[src/hnf_pkg.sv]
// ----------------------------------------------------------------------------
// hnf_pkg
// Shared constants, codes, types and helper functions of the hex number
// formatter.
// ----------------------------------------------------------------------------
package hnf_pkg;

  // Configuration of the datapath.
  localparam int VALUE_BITS = 64;
  localparam int MAX_WIDTH  = 64;

  // Fixed field widths of the channels.
  localparam int CMD_W  = 2;
  localparam int VAL_W  = 64;
  localparam int FW_W   = 7;
  localparam int MD_W   = 6;
  localparam int CHAR_W = 8;

  // Derived sizes.
  localparam int NDIG_MAX = (VALUE_BITS + 3) / 4;
  localparam int DIG_W    = NDIG_MAX * 4;
  localparam int NDIG_W   = $clog2(NDIG_MAX + 1);
  localparam int NIB_W    = (NDIG_MAX > 1) ? $clog2(NDIG_MAX) : 1;
  localparam int CNT_W    = $clog2(MAX_WIDTH + 1);

  // Queue between the front and the back.
  localparam int QDEPTH = 2;
  localparam int QPTR_W = $clog2(QDEPTH);
  localparam int QCNT_W = $clog2(QDEPTH + 1);

  // Command codes.
  localparam logic [CMD_W-1:0] CMD_LOWER = 2'd0;
  localparam logic [CMD_W-1:0] CMD_UPPER = 2'd1;
  localparam logic [CMD_W-1:0] CMD_PTR   = 2'd2;

  // Characters.
  localparam logic [CHAR_W-1:0] CH_ZERO  = 8'h30;
  localparam logic [CHAR_W-1:0] CH_SPACE = 8'h20;
  localparam logic [CHAR_W-1:0] CH_X_LO  = 8'h78;
  localparam logic [CHAR_W-1:0] CH_X_UP  = 8'h58;
  localparam logic [CHAR_W-1:0] CH_A_LO  = 8'h61;
  localparam logic [CHAR_W-1:0] CH_A_UP  = 8'h41;

  // One classified item: how many characters each segment of the text has.
  typedef struct packed {
    logic [DIG_W-1:0]  value;
    logic              upper;
    logic              pfx;
    logic [CNT_W-1:0]  lspc;
    logic [CNT_W-1:0]  zcnt;
    logic [NDIG_W-1:0] ndig;
    logic [CNT_W-1:0]  rspc;
  } desc_t;

  // Segments of the text in output order.
  typedef enum logic [2:0] {
    BK_IDLE,
    BK_LSPC,
    BK_PFX0,
    BK_PFX1,
    BK_ZERO,
    BK_DIG,
    BK_RSPC
  } back_state_t;

  function automatic logic [CHAR_W-1:0] hex_char(input logic [3:0] nib, input logic upper);
    logic [CHAR_W-1:0] ch;
    if (nib < 4'd10) begin
      ch = CH_ZERO + CHAR_W'(nib);
    end else if (upper) begin
      ch = CH_A_UP + CHAR_W'(nib - 4'd10);
    end else begin
      ch = CH_A_LO + CHAR_W'(nib - 4'd10);
    end
    return ch;
  endfunction

endpackage

[src/hnf_if.sv]
// ----------------------------------------------------------------------------
// hnf_if
// Valid/ready channels of the hex number formatter: formatting requests in,
// characters out.
// ----------------------------------------------------------------------------
interface hnf_in_if;
  import hnf_pkg::*;

  logic              valid;
  logic              ready;
  logic [CMD_W-1:0]  cmd;
  logic [VAL_W-1:0]  value;
  logic              alt_form;
  logic              left_justify;
  logic              zero_pad;
  logic [FW_W-1:0]   field_width;
  logic [MD_W-1:0]   min_digits;

  modport source (
    output valid, cmd, value, alt_form, left_justify, zero_pad, field_width, min_digits,
    input  ready
  );
  modport sink (
    input  valid, cmd, value, alt_form, left_justify, zero_pad, field_width, min_digits,
    output ready
  );
endinterface

interface hnf_out_if;
  import hnf_pkg::*;

  logic              valid;
  logic              ready;
  logic [CHAR_W-1:0] out_char;
  logic              last;

  modport source (
    output valid, out_char, last,
    input  ready
  );
  modport sink (
    input  valid, out_char, last,
    output ready
  );
endinterface

[src/hnf_front.sv]
// ----------------------------------------------------------------------------
// hnf_front
// Accepts a request, holds it until the queue takes it and classifies it into segment
// lengths (spaces, prefix, zeros, digits, spaces) for the back end.
// ----------------------------------------------------------------------------
module hnf_front (
  input  logic          clk,
  input  logic          rst_n,
  hnf_in_if.sink        in_ch,
  output logic          push_valid,
  input  logic          push_ready,
  output hnf_pkg::desc_t push_data
);
  import hnf_pkg::*;

  logic              hold_valid_r;
  logic              hold_valid_nxt;
  logic [CMD_W-1:0]  cmd_r;
  logic [DIG_W-1:0]  value_r;
  logic              alt_r;
  logic              left_r;
  logic              zpad_r;
  logic [FW_W-1:0]   fw_r;
  logic [MD_W-1:0]   md_r;

  logic              take;
  logic [NDIG_W-1:0] ndig;
  logic [FW_W-1:0]   fw_sat;
  logic [FW_W-1:0]   prec;
  logic [FW_W-1:0]   ndig_ext;
  logic [FW_W-1:0]   nd;
  logic [FW_W-1:0]   lead;
  logic [FW_W-1:0]   body;
  logic [FW_W-1:0]   pad;
  logic              is_ptr;
  logic              plen;

  assign in_ch.ready = !hold_valid_r || push_ready;
  assign take        = in_ch.valid && in_ch.ready;
  assign push_valid  = hold_valid_r;

  always_comb begin
    hold_valid_nxt = hold_valid_r;
    if (take) begin
      hold_valid_nxt = 1'b1;
    end else if (push_ready) begin
      hold_valid_nxt = 1'b0;
    end
  end

  always_ff @(posedge clk) begin
    if (!rst_n) begin
      hold_valid_r <= 1'b0;
    end else begin
      hold_valid_r <= hold_valid_nxt;
    end
  end

  always_ff @(posedge clk) begin
    if (take) begin
      cmd_r   <= in_ch.cmd;
      value_r <= DIG_W'(in_ch.value[VALUE_BITS-1:0]);
      alt_r   <= in_ch.alt_form;
      left_r  <= in_ch.left_justify;
      zpad_r  <= in_ch.zero_pad;
      fw_r    <= in_ch.field_width;
      md_r    <= in_ch.min_digits;
    end
  end

  // Number of significant hex digits, at least one.
  always_comb begin
    ndig = NDIG_W'(1);
    for (int i = 0; i < NDIG_MAX; i++) begin
      if (value_r[i*4 +: 4] != 4'd0) begin
        ndig = NDIG_W'(i + 1);
      end
    end
  end

  always_comb begin
    is_ptr   = !(cmd_r == CMD_LOWER || cmd_r == CMD_UPPER);
    plen     = alt_r && (value_r != '0);
    fw_sat   = (fw_r > FW_W'(MAX_WIDTH)) ? FW_W'(MAX_WIDTH) : fw_r;
    prec     = (FW_W'(md_r) > FW_W'(MAX_WIDTH - 2)) ? FW_W'(MAX_WIDTH - 2) : FW_W'(md_r);
    ndig_ext = FW_W'(ndig);
    nd       = (prec > ndig_ext) ? prec : ndig_ext;
    lead     = nd - ndig_ext;
    // The prefix is two characters wide.
    body     = nd + (plen ? FW_W'(2) : FW_W'(0));
    pad      = (fw_sat > body) ? fw_sat - body : '0;
  end

  always_comb begin
    push_data.value = value_r;
    push_data.ndig  = ndig;
    if (is_ptr) begin
      push_data.upper = 1'b0;
      push_data.pfx   = 1'b1;
      push_data.lspc  = '0;
      push_data.zcnt  = '0;
      push_data.rspc  = '0;
    end else begin
      push_data.upper = (cmd_r == CMD_UPPER);
      push_data.pfx   = plen;
      if (left_r) begin
        push_data.lspc = '0;
        push_data.zcnt = CNT_W'(lead);
        push_data.rspc = CNT_W'(pad);
      end else if (zpad_r && md_r == '0) begin
        // Zero padding sits between the prefix and the digits.
        push_data.lspc = '0;
        push_data.zcnt = CNT_W'(pad);
        push_data.rspc = '0;
      end else begin
        push_data.lspc = CNT_W'(pad);
        push_data.zcnt = CNT_W'(lead);
        push_data.rspc = '0;
      end
    end
  end

endmodule

[src/hnf_queue.sv]
// ----------------------------------------------------------------------------
// hnf_queue
// Small first-in first-out queue of classified items between the front and
// the back.
// ----------------------------------------------------------------------------
module hnf_queue (
  input  logic           clk,
  input  logic           rst_n,
  input  logic           push_valid,
  output logic           push_ready,
  input  hnf_pkg::desc_t push_data,
  output logic           pop_valid,
  input  logic           pop_ready,
  output hnf_pkg::desc_t pop_data
);
  import hnf_pkg::*;

  desc_t             entry_r [QDEPTH];
  logic [QPTR_W-1:0] wr_ptr_r;
  logic [QPTR_W-1:0] wr_ptr_nxt;
  logic [QPTR_W-1:0] rd_ptr_r;
  logic [QPTR_W-1:0] rd_ptr_nxt;
  logic [QCNT_W-1:0] count_r;
  logic [QCNT_W-1:0] count_nxt;
  logic              do_push;
  logic              do_pop;

  assign push_ready = (count_r != QCNT_W'(QDEPTH));
  assign pop_valid  = (count_r != '0);
  assign pop_data   = entry_r[rd_ptr_r];
  assign do_push    = push_valid && push_ready;
  assign do_pop     = pop_valid && pop_ready;

  always_comb begin
    wr_ptr_nxt = wr_ptr_r;
    rd_ptr_nxt = rd_ptr_r;
    count_nxt  = count_r;
    if (do_push) begin
      wr_ptr_nxt = (wr_ptr_r == QPTR_W'(QDEPTH - 1)) ? '0 : wr_ptr_r + 1'b1;
    end
    if (do_pop) begin
      rd_ptr_nxt = (rd_ptr_r == QPTR_W'(QDEPTH - 1)) ? '0 : rd_ptr_r + 1'b1;
    end
    if (do_push && !do_pop) begin
      count_nxt = count_r + 1'b1;
    end else if (do_pop && !do_push) begin
      count_nxt = count_r - 1'b1;
    end
  end

  always_ff @(posedge clk) begin
    if (!rst_n) begin
      wr_ptr_r <= '0;
      rd_ptr_r <= '0;
      count_r  <= '0;
    end else begin
      wr_ptr_r <= wr_ptr_nxt;
      rd_ptr_r <= rd_ptr_nxt;
      count_r  <= count_nxt;
    end
  end

  always_ff @(posedge clk) begin
    if (do_push) begin
      entry_r[wr_ptr_r] <= push_data;
    end
  end

endmodule

[src/hnf_back.sv]
// ----------------------------------------------------------------------------
// hnf_back
// Walks the segments of one classified item and sends one character per
// cycle through an output register while the receiver is ready.
// ----------------------------------------------------------------------------
module hnf_back (
  input  logic           clk,
  input  logic           rst_n,
  input  logic           pop_valid,
  output logic           pop_ready,
  input  hnf_pkg::desc_t pop_data,
  hnf_out_if.source      out_ch
);
  import hnf_pkg::*;

  back_state_t       state_r;
  back_state_t       state_nxt;
  back_state_t       succ;
  logic [CNT_W-1:0]  cnt_r;
  logic [CNT_W-1:0]  cnt_nxt;
  desc_t             desc_r;
  desc_t             desc_nxt;
  logic              out_valid_r;
  logic              out_valid_nxt;
  logic [CHAR_W-1:0] out_char_r;
  logic [CHAR_W-1:0] out_char_nxt;
  logic              out_last_r;
  logic              out_last_nxt;

  logic              adv;
  logic              emit;
  logic [CHAR_W-1:0] ch;
  logic [CNT_W-1:0]  dig_pos;
  logic [NIB_W-1:0]  nib_idx;

  // First nonempty segment at or after the given one.
  function automatic back_state_t first_phase(input back_state_t from, input desc_t d);
    back_state_t r;
    if (from == BK_LSPC && d.lspc != '0) begin
      r = BK_LSPC;
    end else if ((from == BK_LSPC || from == BK_PFX0) && d.pfx) begin
      r = BK_PFX0;
    end else if ((from == BK_LSPC || from == BK_PFX0 || from == BK_ZERO) && d.zcnt != '0) begin
      r = BK_ZERO;
    end else if (from == BK_LSPC || from == BK_PFX0 || from == BK_ZERO || from == BK_DIG) begin
      r = BK_DIG;
    end else if (from == BK_RSPC && d.rspc != '0) begin
      r = BK_RSPC;
    end else begin
      r = BK_IDLE;
    end
    return r;
  endfunction

  function automatic logic [CNT_W-1:0] phase_count(input back_state_t ph, input desc_t d);
    logic [CNT_W-1:0] c;
    case (ph)
      BK_LSPC: c = d.lspc;
      BK_ZERO: c = d.zcnt;
      BK_DIG:  c = CNT_W'(d.ndig);
      BK_RSPC: c = d.rspc;
      default: c = CNT_W'(1);
    endcase
    return c;
  endfunction

  assign adv       = !out_valid_r || out_ch.ready;
  assign pop_ready = (state_r == BK_IDLE);

  // Segment that follows the current one once its count runs out.
  always_comb begin
    case (state_r)
      BK_LSPC: succ = first_phase(BK_PFX0, desc_r);
      BK_PFX0: succ = BK_PFX1;
      BK_PFX1: succ = first_phase(BK_ZERO, desc_r);
      BK_ZERO: succ = BK_DIG;
      BK_DIG:  succ = first_phase(BK_RSPC, desc_r);
      default: succ = BK_IDLE;
    endcase
  end

  // Next state.
  always_comb begin
    state_nxt = state_r;
    cnt_nxt   = cnt_r;
    desc_nxt  = desc_r;
    case (state_r)
      BK_IDLE: begin
        if (pop_valid) begin
          desc_nxt  = pop_data;
          state_nxt = first_phase(BK_LSPC, pop_data);
          cnt_nxt   = phase_count(first_phase(BK_LSPC, pop_data), pop_data);
        end
      end
      default: begin
        if (adv) begin
          if (cnt_r > CNT_W'(1)) begin
            cnt_nxt = cnt_r - 1'b1;
          end else begin
            state_nxt = succ;
            cnt_nxt   = phase_count(succ, desc_r);
          end
        end
      end
    endcase
  end

  // Character of the current position.
  always_comb begin
    dig_pos = cnt_r - 1'b1;
    nib_idx = dig_pos[NIB_W-1:0];
    emit    = (state_r != BK_IDLE);
    case (state_r)
      BK_LSPC: ch = CH_SPACE;
      BK_PFX0: ch = CH_ZERO;
      BK_PFX1: ch = desc_r.upper ? CH_X_UP : CH_X_LO;
      BK_ZERO: ch = CH_ZERO;
      BK_DIG:  ch = hex_char(desc_r.value[nib_idx*4 +: 4], desc_r.upper);
      BK_RSPC: ch = CH_SPACE;
      default: ch = CH_SPACE;
    endcase
  end

  always_comb begin
    out_valid_nxt = out_valid_r;
    out_char_nxt  = out_char_r;
    out_last_nxt  = out_last_r;
    if (adv) begin
      out_valid_nxt = emit;
      if (emit) begin
        out_char_nxt = ch;
        out_last_nxt = (cnt_r == CNT_W'(1)) && (succ == BK_IDLE);
      end
    end
  end

  always_ff @(posedge clk) begin
    if (!rst_n) begin
      state_r     <= BK_IDLE;
      cnt_r       <= '0;
      out_valid_r <= 1'b0;
    end else begin
      state_r     <= state_nxt;
      cnt_r       <= cnt_nxt;
      out_valid_r <= out_valid_nxt;
    end
  end

  always_ff @(posedge clk) begin
    desc_r     <= desc_nxt;
    out_char_r <= out_char_nxt;
    out_last_r <= out_last_nxt;
  end

  assign out_ch.valid    = out_valid_r;
  assign out_ch.out_char = out_char_r;
  assign out_ch.last     = out_last_r;

endmodule

[src/hex_number_formatter.sv]
// ----------------------------------------------------------------------------
// hex_number_formatter
// Formats a number as printf-style hexadecimal text, one character per item.
// A request with N characters (1 to 64) occupies the character sequencer until
// its last character enters the output register and the sequencer returns to idle;
// one character leaves per cycle while the receiver is ready.
// Reset: synchronous, active low; clears the queue, sequencer and output valid.
// ----------------------------------------------------------------------------
module hex_number_formatter (
  input  logic      clk,
  input  logic      rst_n,
  hnf_in_if.sink    in_ch,
  hnf_out_if.source out_ch
);
  import hnf_pkg::*;

  logic  push_valid;
  logic  push_ready;
  desc_t push_data;
  logic  pop_valid;
  logic  pop_ready;
  desc_t pop_data;

  hnf_front u_front (
    .clk        (clk),
    .rst_n      (rst_n),
    .in_ch      (in_ch),
    .push_valid (push_valid),
    .push_ready (push_ready),
    .push_data  (push_data)
  );

  hnf_queue u_queue (
    .clk        (clk),
    .rst_n      (rst_n),
    .push_valid (push_valid),
    .push_ready (push_ready),
    .push_data  (push_data),
    .pop_valid  (pop_valid),
    .pop_ready  (pop_ready),
    .pop_data   (pop_data)
  );

  hnf_back u_back (
    .clk       (clk),
    .rst_n     (rst_n),
    .pop_valid (pop_valid),
    .pop_ready (pop_ready),
    .pop_data  (pop_data),
    .out_ch    (out_ch)
  );

endmodule

[src/flat_wrapper.sv]
// flat-port wrapper written by rule: the top's interface ports become plain ports
module hex_number_formatter_flat import hnf_pkg::*;
  (clk, rst_n, in_ch_valid, in_ch_cmd, in_ch_value, in_ch_alt_form, in_ch_left_justify, in_ch_zero_pad, in_ch_field_width, in_ch_min_digits, in_ch_ready, out_ch_valid, out_ch_out_char, out_ch_last, out_ch_ready);
  hnf_in_if in_ch_i ();
  hnf_out_if out_ch_i ();
  input  logic clk;
  input  logic rst_n;
  input wire logic [$bits(in_ch_i.valid)-1:0] in_ch_valid;
  input wire logic [$bits(in_ch_i.cmd)-1:0] in_ch_cmd;
  input wire logic [$bits(in_ch_i.value)-1:0] in_ch_value;
  input wire logic [$bits(in_ch_i.alt_form)-1:0] in_ch_alt_form;
  input wire logic [$bits(in_ch_i.left_justify)-1:0] in_ch_left_justify;
  input wire logic [$bits(in_ch_i.zero_pad)-1:0] in_ch_zero_pad;
  input wire logic [$bits(in_ch_i.field_width)-1:0] in_ch_field_width;
  input wire logic [$bits(in_ch_i.min_digits)-1:0] in_ch_min_digits;
  output wire logic [$bits(in_ch_i.ready)-1:0] in_ch_ready;
  output wire logic [$bits(out_ch_i.valid)-1:0] out_ch_valid;
  output wire logic [$bits(out_ch_i.out_char)-1:0] out_ch_out_char;
  output wire logic [$bits(out_ch_i.last)-1:0] out_ch_last;
  input wire logic [$bits(out_ch_i.ready)-1:0] out_ch_ready;
  assign in_ch_i.valid = in_ch_valid;
  assign in_ch_i.cmd = in_ch_cmd;
  assign in_ch_i.value = in_ch_value;
  assign in_ch_i.alt_form = in_ch_alt_form;
  assign in_ch_i.left_justify = in_ch_left_justify;
  assign in_ch_i.zero_pad = in_ch_zero_pad;
  assign in_ch_i.field_width = in_ch_field_width;
  assign in_ch_i.min_digits = in_ch_min_digits;
  assign in_ch_ready = in_ch_i.ready;
  assign out_ch_valid = out_ch_i.valid;
  assign out_ch_out_char = out_ch_i.out_char;
  assign out_ch_last = out_ch_i.last;
  assign out_ch_i.ready = out_ch_ready;
  hex_number_formatter u_core (.clk(clk), .rst_n(rst_n), .in_ch(in_ch_i), .out_ch(out_ch_i));
endmodule
[config.mk]
export PLATFORM = sky130hd
export DESIGN_NAME = hex_number_formatter_flat
export DESIGN_NICKNAME = d
export VERILOG_FILES = /design/src/hnf_pkg.sv /design/src/hnf_if.sv /design/src/hnf_front.sv /design/src/hnf_queue.sv /design/src/hnf_back.sv /design/src/hex_number_formatter.sv /design/src/flat_wrapper.sv
export SDC_FILE = /design/constraint.sdc
export NUM_CORES = 1
export LEC_CHECK = 0
export BUFFER_PORTS_ARGS = -buffer_cell sky130_fd_sc_hd__buf_2
export CAP_MARGIN = 10
export CORE_ASPECT_RATIO = 0.7
export CORE_MARGIN = 2
export CORE_UTILIZATION = 45
export DETAILED_ROUTE_END_ITERATION = 6
export GPL_TIMING_DRIVEN = 0
export PLACE_DENSITY_LB_ADDON = 0.12
export SLEW_MARGIN = 20
export SYNTH_ARGS = -nofsm -noshare
export SYNTH_HDL_FRONTEND = slang
export SYNTH_SLANG_ARGS = --single-unit
export TNS_END_PERCENT = 30
[constraint.sdc]
create_clock -name clk -period 13.65 [get_ports clk]
set_input_delay 0 -clock clk [delete_from_list [all_inputs] [get_ports clk]]
set_output_delay 0 -clock clk [all_outputs]
set_load 0.05 [all_outputs]
# Yosys cells after proc, flatten, opt, wreduce, memory -nomap -nowiden
# Memories as Yosys holds them, arrays and structs flattened. A register that Yosys moved wholly into a read port is not among the register bits.
# Index checks and enable logic that the tools add are counted.
[word_totals]
register_bits = 199
ram_bits = 184
in_bits = 86
output_inout_bits = 11
word_cells = 167
n_memories = 1
[memory_table]
columns = ["name", "words", "width", "rd", "rd_ports_with_merged_regs", "wr", "line_no", "rtl"]
rows = [
  ["u_core.u_queue.entry_r", 2, 92, 1, 1, 1, "hnf_queue.sv:18", "desc_t entry_r [QDEPTH];"],
]
[op_classes]
n_addsub = 12
n_lt_le_gt_ge = 6
n_eq_ne = 18
shift = 1
muxes = 57
reduce_logical = 49
[ops]
columns = ["op", "n"]
rows = [
  ["two-way mux 5 bit", 14],
  ["nonzero test 64 bit", 1],
  ["variable part select 64 x 7 -> 4 bit", 1],
  ["nonzero test 4 bit", 15],
  ["two-way mux 7 bit", 8],
  ["case mux 7 bit (4 select lines)", 2],
  ["two-way mux 14 bit", 2],
  ["nonzero test 7 bit", 4],
  ["two-way mux 3 bit", 9],
  ["equality test 3 bit (second input constant)", 8],
  ["case mux 8 bit (3 select lines)", 1],
  ["two-way mux 6 bit", 3],
  ["adder 7 x 8 -> 8 bit (first input constant)", 2],
  ["two-way mux 16 bit", 1],
  ["two-way mux 8 bit", 2],
  ["case mux 3 bit (5 select lines)", 1],
  ["two-way mux 1 bit", 10],
  ["equality test 3 x 1 -> 1 bit (second input constant)", 3],
  ["logical AND 1 bit", 8],
  ["two-way mux 2 bit", 4],
  ["nonzero test 2 bit", 4],
  ["adder 6 x 2 -> 7 bit", 1],
  ["adder 6 x 4 -> 7 bit (first input constant)", 1],
  ["equality test 7 x 1 -> 1 bit (second input constant)", 1],
  ["26 further kinds", 37],
]

# Longest topological paths before layout
# Gate-level depths: netlist of run 1.
[depth]
depth_word = 24
depth_mapped = 23
ltp_nobuf = 23

# By module
# A second synthesis of run 1 with hierarchy kept.
[hier_totals]
cells_unflattened = 941
area_unflattened_um2 = 15553.7
[modules_own_cells]
columns = ["mod", "instances", "cells_per_inst", "area_each_um2", "seq_area_each_um2"]
rows = [
  ["hnf_queue", 1, 310, 6906.6, 5625.4],
  ["hnf_back", 1, 339, 4797.1, 3042.9],
  ["hnf_front", 1, 292, 3849.9, 2482.4],
]

# Worst setup path after synthesis of run 1
# No wires, ideal clock.
[synth_path]
path_kind = "reg2reg"
start = "reg u_core.u_front.value_r[17]"
end = "mem u_core.u_queue.entry_r[0][14] in the netlist's numbering (data pin)"
setup_ns = 0.149
arrival_time_ns = 5.051
t_required_ns = 13.501
path_slack_ns = 8.450
path_stages_with_launch = 22
n_path_buf = 0
period_less_slack_ns = 5.200
cell_sequence = "edfxtp_1 > nor4_1 > a31oi_1 > o211ai_1 > nand3_1 > a31oi_1 > inv_1 > ha_1 > nand4_1 > o21a_1 > a311oi_2 > mux2_2 > ha_1 > ha_1 > inv_1 > ha_1 > o21ai_1 > a21oi_1 > o21ai_1 > a211oi_1 > a22oi_1 > nor2_1"
[synth_lines]
columns = ["element", "line_no", "rtl"]
rows = [
  ["from (decl)", "hnf_front.sv:19", "logic [DIG_W-1:0] value_r;"],
  ["from (signal assigned)", "hnf_front.sv:62", "value_r <= DIG_W'(in_ch.value[VALUE_BITS-1:0]);"],
  ["to (decl)", "hnf_queue.sv:18", ""],
]

==> reports/results.ini, run 1 <==
[hold_path]
hold_path_class = in -> reg
hold_depth = 2
holdPathEnd = u_core.u_front.alt_r
hold_start = in_ch_alt_form

[detailed_routing]
ant_nets = 0
drt-total-wl_mm = 33.2
drtIter0Drc = 741
drt_pre_antenna_iters = 7
routedWlPerCell_um = 19.8
vias = 8707
viasPerCell = 5.21
drc = 1

[synth]
synth_flop_cell = edfxtp_1
synthArstFlopShare_pct = 0
syn_area_sq_um = 15600
postSynthCellCount = 951
synth_top_area_share_pct = 69.4
yosys-top-cells-area = edfxtp_1 (69%), mux2_2 (7.2%), ha_1 (2.2%), dfxtp_1 (2.2%), mux4_2 (1.7%)
yosysWarnings = 0
synth-edff-count = 360
synth_nets = 1067
synth_seq_cells = 377
synthDistinctLibCells = 76
synth_area_per_cell_sq_um = 16.4
ys_seq_area_share_pct = 71.6
synth_top_cell_by_area = edfxtp_1

[grt]
grt_max_degree = 51
grt_pass1_wl_mm = 51.0
antenna_found_initial = 0
grt_usage_pct = 18.8
grt-ovfl-total = 0
grt_pass1_vias = 8707

[setup_path]
crit_top_cell = ha_1
cp_max_fo = 7
r2r-start = u_core.u_front.value_r[41]
crit_chain = nor4_1 > and4_1 > a21oi_1 > nor2_1 > inv_1 > ha_1 > nand4_1 > o21a_1 > a311oi_2 > mux2_2 > ha_1 > ha_1 > inv_1 > ha_1 > o21ai_1 > a21oi_1 > o21ai_1 > a211oi_1 > a21oi_1 > nor2_1
slowest_delay_ns = 0.92
crit_type = reg -> reg
cpMaxStageDelayCell = nor4_1
cp.required_ns = 13.94
start_kind = register
critPathBufInv = 2
arrival_ns = 7.08
r2r-end = u_core.u_queue.entry_r[0][12]
cp_top_family = compound AO/OA/AOI/OAI gates
reg2reg_slack_ns = 6.86
r2r_cells = 20
crit_path_end_kind = register

[cells_and_area]
mostFrequentLayoutCells = edfxtp_1 (360), buf_2 (106), mux2_2 (99), dlygate4sd3_1 (86), nor2_1 (54)
syn_to_final_growth_pct = 21.3
instances_no_fill = 1672
drive_above_1_share_pct = 24.9
mostFrequentLayoutCell = edfxtp_1
nets = 1297
n_antenna_cell = 0

[placement]
place_inst = 1519
io_buffers = 96
gp_congestion = 0.848
dp_hpwl_mm = 22.5

[sta]
holdWs_ns = 0.178
slew_violations = 0
hold_violations = 0
tightest_slew_ns = 1.05
maxSlewHeadroom_pct = 29.1
fmax_mhz = 147
setup_tns_ns = 0
finClkSkew_ns = 0.0176
min_period_ns = 6.79
setup_violations = 0
min_period_over_period_pct = 49.8
rsz0062_at_grt = no

[clock_tree]
htree_levels = 2
root_buffer = clkbuf_16
cts_resized = 0
clk_latency_ns = 0.53
cts.reportedPaths.clkPinSlew_ns = 0.06
clock-sinks = 377
numCtsBuffers = 38
clock_path_buffers = 3
cts_tree = done

[power]
power.share.switching_pct = 33.2
p_comb_share_pct = 34.0
leakage_nw = 6.55
ir_drop_mv = 0.153
power_switching_mw = 1.31
pwr-share-clk_pct = 24.9
power_density_nw_per_um2 = 210
intPower_mw = 2.65
seq_power_share_pct = 41.1

[floorplan]
fp.dieW_um = 226
rows = 56
ios = 97
die_area_sq_um = 36100
core_sq_um = 33800
fp.dieH_um = 160
start_util_pct = 46.1

[flow_run]
maxCapViolations = 0

[status]
status = complete, but fails checks
failed_checks = DRC

-- cells by family (layout without fill, tap and decap cells) --
logic type / count (synthesis) / count (layout) / synth area share (%)
XOR/XNOR: 21 / 21 / 1.30
adder cells (fa/ha/maj): 30 / 30 / 2.51
multiplexers: 132 / 132 / 10.6
AO/OA/AOI/OAI: 127 / 127 / 5.57
flip-flops: 377 / 377 / 71.6
buffers and inverters: 64 / 321 / 1.85
AND/OR/NAND/NOR: 200 / 200 / 6.63
-- cells in the mapped netlist, types with 3 or more instances --
master,count
or4_1,6
nor3_1,9
mux4_1,3
a22oi_1,5
o21a_1,6
ha_1,28
xnor2_1,13
nand2_1,41
nor4_1,19
buf_2,10
inv_1,30
mux2_2,99
edfxtp_1,360
mux4_2,12
a31oi_1,11
nor2_1,55
nand3b_1,4
dfxtp_1,17
and2_1,6
clkbuf_1,17
o21ai_1,13
o211ai_1,3
nand4_1,5
xor2_1,7
nor2b_1,13
a211o_1,3
nand2b_1,11
a21boi_0,3
a21oi_1,31
o21ai_0,21
or2_1,3
nand3_1,14
mux2i_1,18
-- what timing repair did --
action                                 in CTS  in global routing
setup buffers                               0                  0
endpoints found under the hold margin      90                  0
hold buffers                               86                  0
-- stage by stage --
step                utilization (%)  area, sq um  power (mW)  worst slack [ns]
finish                         56.0        18900        3.96              6.86
global route                   56.0        18900        4.18              6.18
CTS                            55.9        18900        3.99              6.81
detailed placement             49.9        16900        2.98              6.85
global placement               49.3        16600        2.96              5.68
floorplan                         -        15600        2.60              8.45
-- power groups by stage --
stage | combinational, mW | sequential (mW) | clock [mW]
2_1_floorplan | 0.925 | 1.68 | 0
3_3_place_gp | 1.29 | 1.68 | 0
3_5_place_dp | 1.33 | 1.65 | 0
4_1_cts | 1.35 | 1.63 | 1.01
5_1_grt | 1.48 | 1.65 | 1.06
6_report | 1.35 | 1.63 | 0.986
-- metal layers --
layer | wire length, um | global-route usage (%)
met1 | 16500 | 29.8
met2 | 13800 | 26.4
met3 | 2210 | 3.86
met4 | 634 | 4.37
met5 | 0 | 0
-- final cells by class --
type / count / area, sq um
flip-flops and latches: 377 / 11200
clock buffers: 53 / 1030
repair buffers: 190 / 1540
inverters: 32 / 123
multi-input cells: 510 / 4170
well taps: 464 / 581
clock inverters: 14 / 134
plain buffers: 32 / 168
fillers: 2696 / 14900
-- how the worst max path moves through the flow --
stage	endpoint	cells past startpoint	from
floorplan	u_core.u_queue.entry_r[0][14]	21	u_core.u_front.value_r[17]
global placement	u_core.u_queue.entry_r[0][54]	4	u_core.u_queue.count_r[0]
detailed placement	u_core.u_queue.entry_r[1][12]	19	u_core.u_front.value_r[44]
CTS	u_core.u_queue.entry_r[0][12]	19	u_core.u_front.value_r[44]
global route	u_core.u_queue.entry_r[0][12]	21	u_core.u_front.value_r[15]
finish	u_core.u_queue.entry_r[0][12]	20	u_core.u_front.value_r[41]
-- registers in the layout, summed over array words and instances (netlist names), 2 cells and up, named ones only --
signal and flops:
u_core.u_back.cnt_r 7, u_core.u_back.desc_r 85, u_core.u_back.out_ch.out_char 8, u_core.u_back.state_r 3, u_core.u_front.cmd_r 2, u_core.u_front.fw_r 7
u_core.u_front.md_r 6, u_core.u_front.value_r 64, u_core.u_queue.count_r 2, u_core.u_queue.entry_r 184
Note: power is estimated with default switching activity, not from simulation.
==> inputs of run 2 (changes only) <==
==> constraint.sdc (replaced) <==
create_clock -name clk -period 5.5 [get_ports clk]
set_input_delay 0 -clock clk [delete_from_list [all_inputs] [get_ports clk]]
set_output_delay 0 -clock clk [all_outputs]
set_load 0.05 [all_outputs]
==> run 2 against run 1 <==
  * The run now ends clean
  * Utilization rose by 1.4 points
  * Clock skew up 0.0027 ns
  * Critical endpoint is now u_core.u_queue.entry_r[0][18]
  * Critical path type unchanged
  * Register-to-register slack worse by 6.7 ns
  * Highest routed layer unchanged
  * Sequential cell count unchanged
==> reports/results.ini, run 2 (same netlist as run 1, synthesis figures left out) <==
[setup_path]
slowest_delay_ns = 0.46  ; was 0.92 ns
crit_chain = nor4_4 > and4_1 > a21oi_1 > nor2_1 > inv_1 > ha_1 > nand4_1 > o21a_1 > a311oi_4 > mux2_2 > ha_1 > inv_1 > fa_1 > a21o_1 > a21oi_2 > o21bai_1 > a21oi_1 > xor2_1 > nand2b_1 > a21oi_1  ; was nor4_1 > and4_1 > a21oi_1 > nor2_1 > inv_1 > ha_1 > nand4_1 > o21a_1 > a311oi_2 > mux2_2 > ha_1 > ha_1 > inv_1 > ha_1 > o21ai_1 > a21oi_1 > o21ai_1 > a211oi_1 > a21oi_1 > nor2_1
cp_max_fo = 4  ; was 7
r2r_cells = 20  ; unchanged
cpMaxStageDelayCell = edfxtp_1  ; was nor4_1
r2r-start = u_core.u_front.value_r[37]  ; was u_core.u_front.value_r[41]
critPathBufInv = 2  ; unchanged
crit_path_end_kind = register  ; unchanged
reg2reg_slack_ns = 0.20  ; was 6.86 ns
cp_top_family = compound AO/OA/AOI/OAI gates  ; unchanged
r2r-end = u_core.u_queue.entry_r[0][18]  ; was u_core.u_queue.entry_r[0][12]
cp.required_ns = 5.81  ; was 13.94 ns
crit_top_cell = a21oi_1  ; was ha_1
crit_type = reg -> reg  ; unchanged
start_kind = register  ; unchanged
arrival_ns = 5.61  ; was 7.08 ns

[sta]
finClkSkew_ns = 0.0203  ; was 0.0176 ns
tightest_slew_ns = 0.841  ; was 1.05 ns
rsz0062_at_grt = yes  ; was no
maxSlewHeadroom_pct = 43.6  ; was 29.1%
min_period_ns = 5.30  ; was 6.79 ns
min_period_over_period_pct = 96.4  ; was 49.8%
setup_violations = 0  ; unchanged
hold_violations = 0  ; unchanged
setup_tns_ns = 0  ; unchanged
slew_violations = 0  ; unchanged
holdWs_ns = 0.175  ; was 0.178 ns
fmax_mhz = 189  ; was 147 MHz

[hold_path]
hold_start = in_ch_cmd[1]  ; was in_ch_alt_form
holdPathEnd = u_core.u_front.cmd_r[1]  ; was u_core.u_front.alt_r
hold_path_class = in -> reg  ; unchanged
hold_depth = 2  ; unchanged

[clock_tree]
htree_levels = 2  ; unchanged
cts.reportedPaths.clkPinSlew_ns = 0.07  ; was 0.06 ns
clock_path_buffers = 3  ; unchanged
root_buffer = clkbuf_16  ; unchanged
clock-sinks = 377  ; unchanged
clk_latency_ns = 0.53  ; about the same
numCtsBuffers = 38  ; unchanged
cts_tree = done  ; unchanged

[placement]
gp_congestion = 0.848  ; unchanged
place_area_sq_um = 16900  ; unchanged
place_inst = 1519  ; unchanged
dp_hpwl_mm = 22.5  ; unchanged
io_buffers = 96  ; unchanged

[floorplan]
ios = 97  ; unchanged
core_sq_um = 33800  ; unchanged
die_area_sq_um = 36100  ; unchanged
fp.dieW_um = 226  ; unchanged
start_util_pct = 46.1  ; unchanged
fp.dieH_um = 160  ; unchanged
rows = 56  ; unchanged

[detailed_routing]
drt_pre_antenna_iters = 6  ; was 7
viasPerCell = 5.23  ; was 5.21
routedWlPerCell_um = 19.9  ; was 19.8 um
drtIter0Drc = 686  ; was 741
drt-total-wl_mm = 33.8  ; was 33.2 mm
drc = 0  ; was 1
vias = 8868  ; was 8707
ant_nets = 0  ; unchanged

[cells_and_area]
n_fill_cell = 2653  ; was 2696
instances_no_fill = 1696  ; was 1672
mostFrequentLayoutCell = edfxtp_1  ; unchanged
reg.largest.list = u_core.u_queue.entry_r (184), u_core.u_back.desc_r (85), u_core.u_front.value_r (64)  ; unchanged
n_antenna_cell = 0  ; unchanged
drive_above_1_share_pct = 29.0  ; was 24.9%
largest_reg_flops = 184  ; unchanged
utilization_pct = 57.4  ; was 56.0%
mostFrequentLayoutCells = edfxtp_1 (360), buf_2 (106), mux2_2 (99), dlygate4sd3_1 (86), nor2_1 (50)  ; was edfxtp_1 (360), buf_2 (106), mux2_2 (99), dlygate4sd3_1 (86), nor2_1 (54)
nets = 1321  ; was 1297
regMostFlops = u_core.u_queue.entry_r  ; unchanged
syn_to_final_growth_pct = 24.5  ; was 21.3%
final_area_sq_um = 19400  ; was 18900 sq um

[grt]
grt_pass1_wl_mm = 51.4  ; was 51.0 mm
grt_usage_pct = 18.9  ; was 18.8%
grt-ovfl-total = 0  ; unchanged
grt_max_degree = 51  ; unchanged
grt_pass1_vias = 8763  ; was 8707
antenna_found_initial = 0  ; unchanged

[status]
status = finished, final reports clean  ; was complete, but fails checks

[flow_run]
maxCapViolations = 0  ; unchanged

[power]
ir_drop_mv = 0.380  ; was 0.153 mV
power_density_nw_per_um2 = 511  ; was 210 nW/um^2
leakage_nw = 6.71  ; was 6.55 nW

-- run 2: cell types whose count changed in the layout (fill, tap and decap cells not counted), moves of 4 or more --
cell     before  now
nor4_4        0   11
a21oi_2       1    6
nor2_2        0    4
nor4_1       16    6
a21oi_1      31   26
nor2_1       54   50
buf_4         1   26
-- run 2: timing repair --
item / CTS / global route
setup buffers: 9 / 16
hold buffers: 86 / 0
endpoints found under the hold margin: 90 / 0
setup endpoints to repair: 42 / 42
pin swaps: 6 / 13
gates resized for setup: 27 / 22
-- run 2: layout make-up --
| type | count | area (sq um) | share of cell area [%] |
|---|---|---|---|
| well taps | 464 | 581 | 2.99 |
| clock inverters | 14 | 134 | 0.691 |
| plain buffers | 31 | 164 | 0.845 |
| clock buffers | 53 | 1030 | 5.31 |
| inverters | 32 | 123 | 0.633 |
| flip-flops and latches | 377 | 11200 | 57.5 |
| repair buffers | 215 | 1730 | 8.91 |
| multi-input cells | 510 | 4480 | 23.1 |
-- run 2: power breakdown --
group          internal (mW)  leakage (nW)  switching, mW
registers               3.83          3.52          0.222
logic                   1.36          2.63           2.04
clock network           1.41         0.565           1.04
-- run 2: layer usage --
metal  global-route usage [%]  part of all wire [%]
met1                     30.2                    50
met2                     26.4                    42
met3                     3.86                   5.6
met4                     4.43                   1.9
met5                        0                     0
-- run 2: per-stage QoR --
stage / total power [mW] / setup slack, ns
6_report: 9.90 / 0.200
5_1_grt: 10.4 / -0.0548
4_1_cts: 9.93 / 0.00700
3_5_place_dp: 7.38 / -1.30
3_3_place_gp: 7.36 / -2.47
2_1_floorplan: 6.46 / 0.300
-- run 2: worst max path at each step --
stage                                          start                            end  slack [ns]  depth (start not counted)
after floorplan           u_core.u_front.value_r[17]  u_core.u_queue.entry_r[0][14]        0.30                         21
after global placement     u_core.u_queue.count_r[0]  u_core.u_queue.entry_r[0][54]       -2.47                          4
after detailed placement  u_core.u_front.value_r[44]  u_core.u_queue.entry_r[1][12]       -1.30                         19
after CTS                  u_core.u_front.value_r[8]  u_core.u_queue.entry_r[0][16]       0.007                         22
after global routing      u_core.u_front.value_r[13]  u_core.u_queue.entry_r[0][16]       -0.05                         22
final                     u_core.u_front.value_r[37]  u_core.u_queue.entry_r[0][18]        0.20                         20
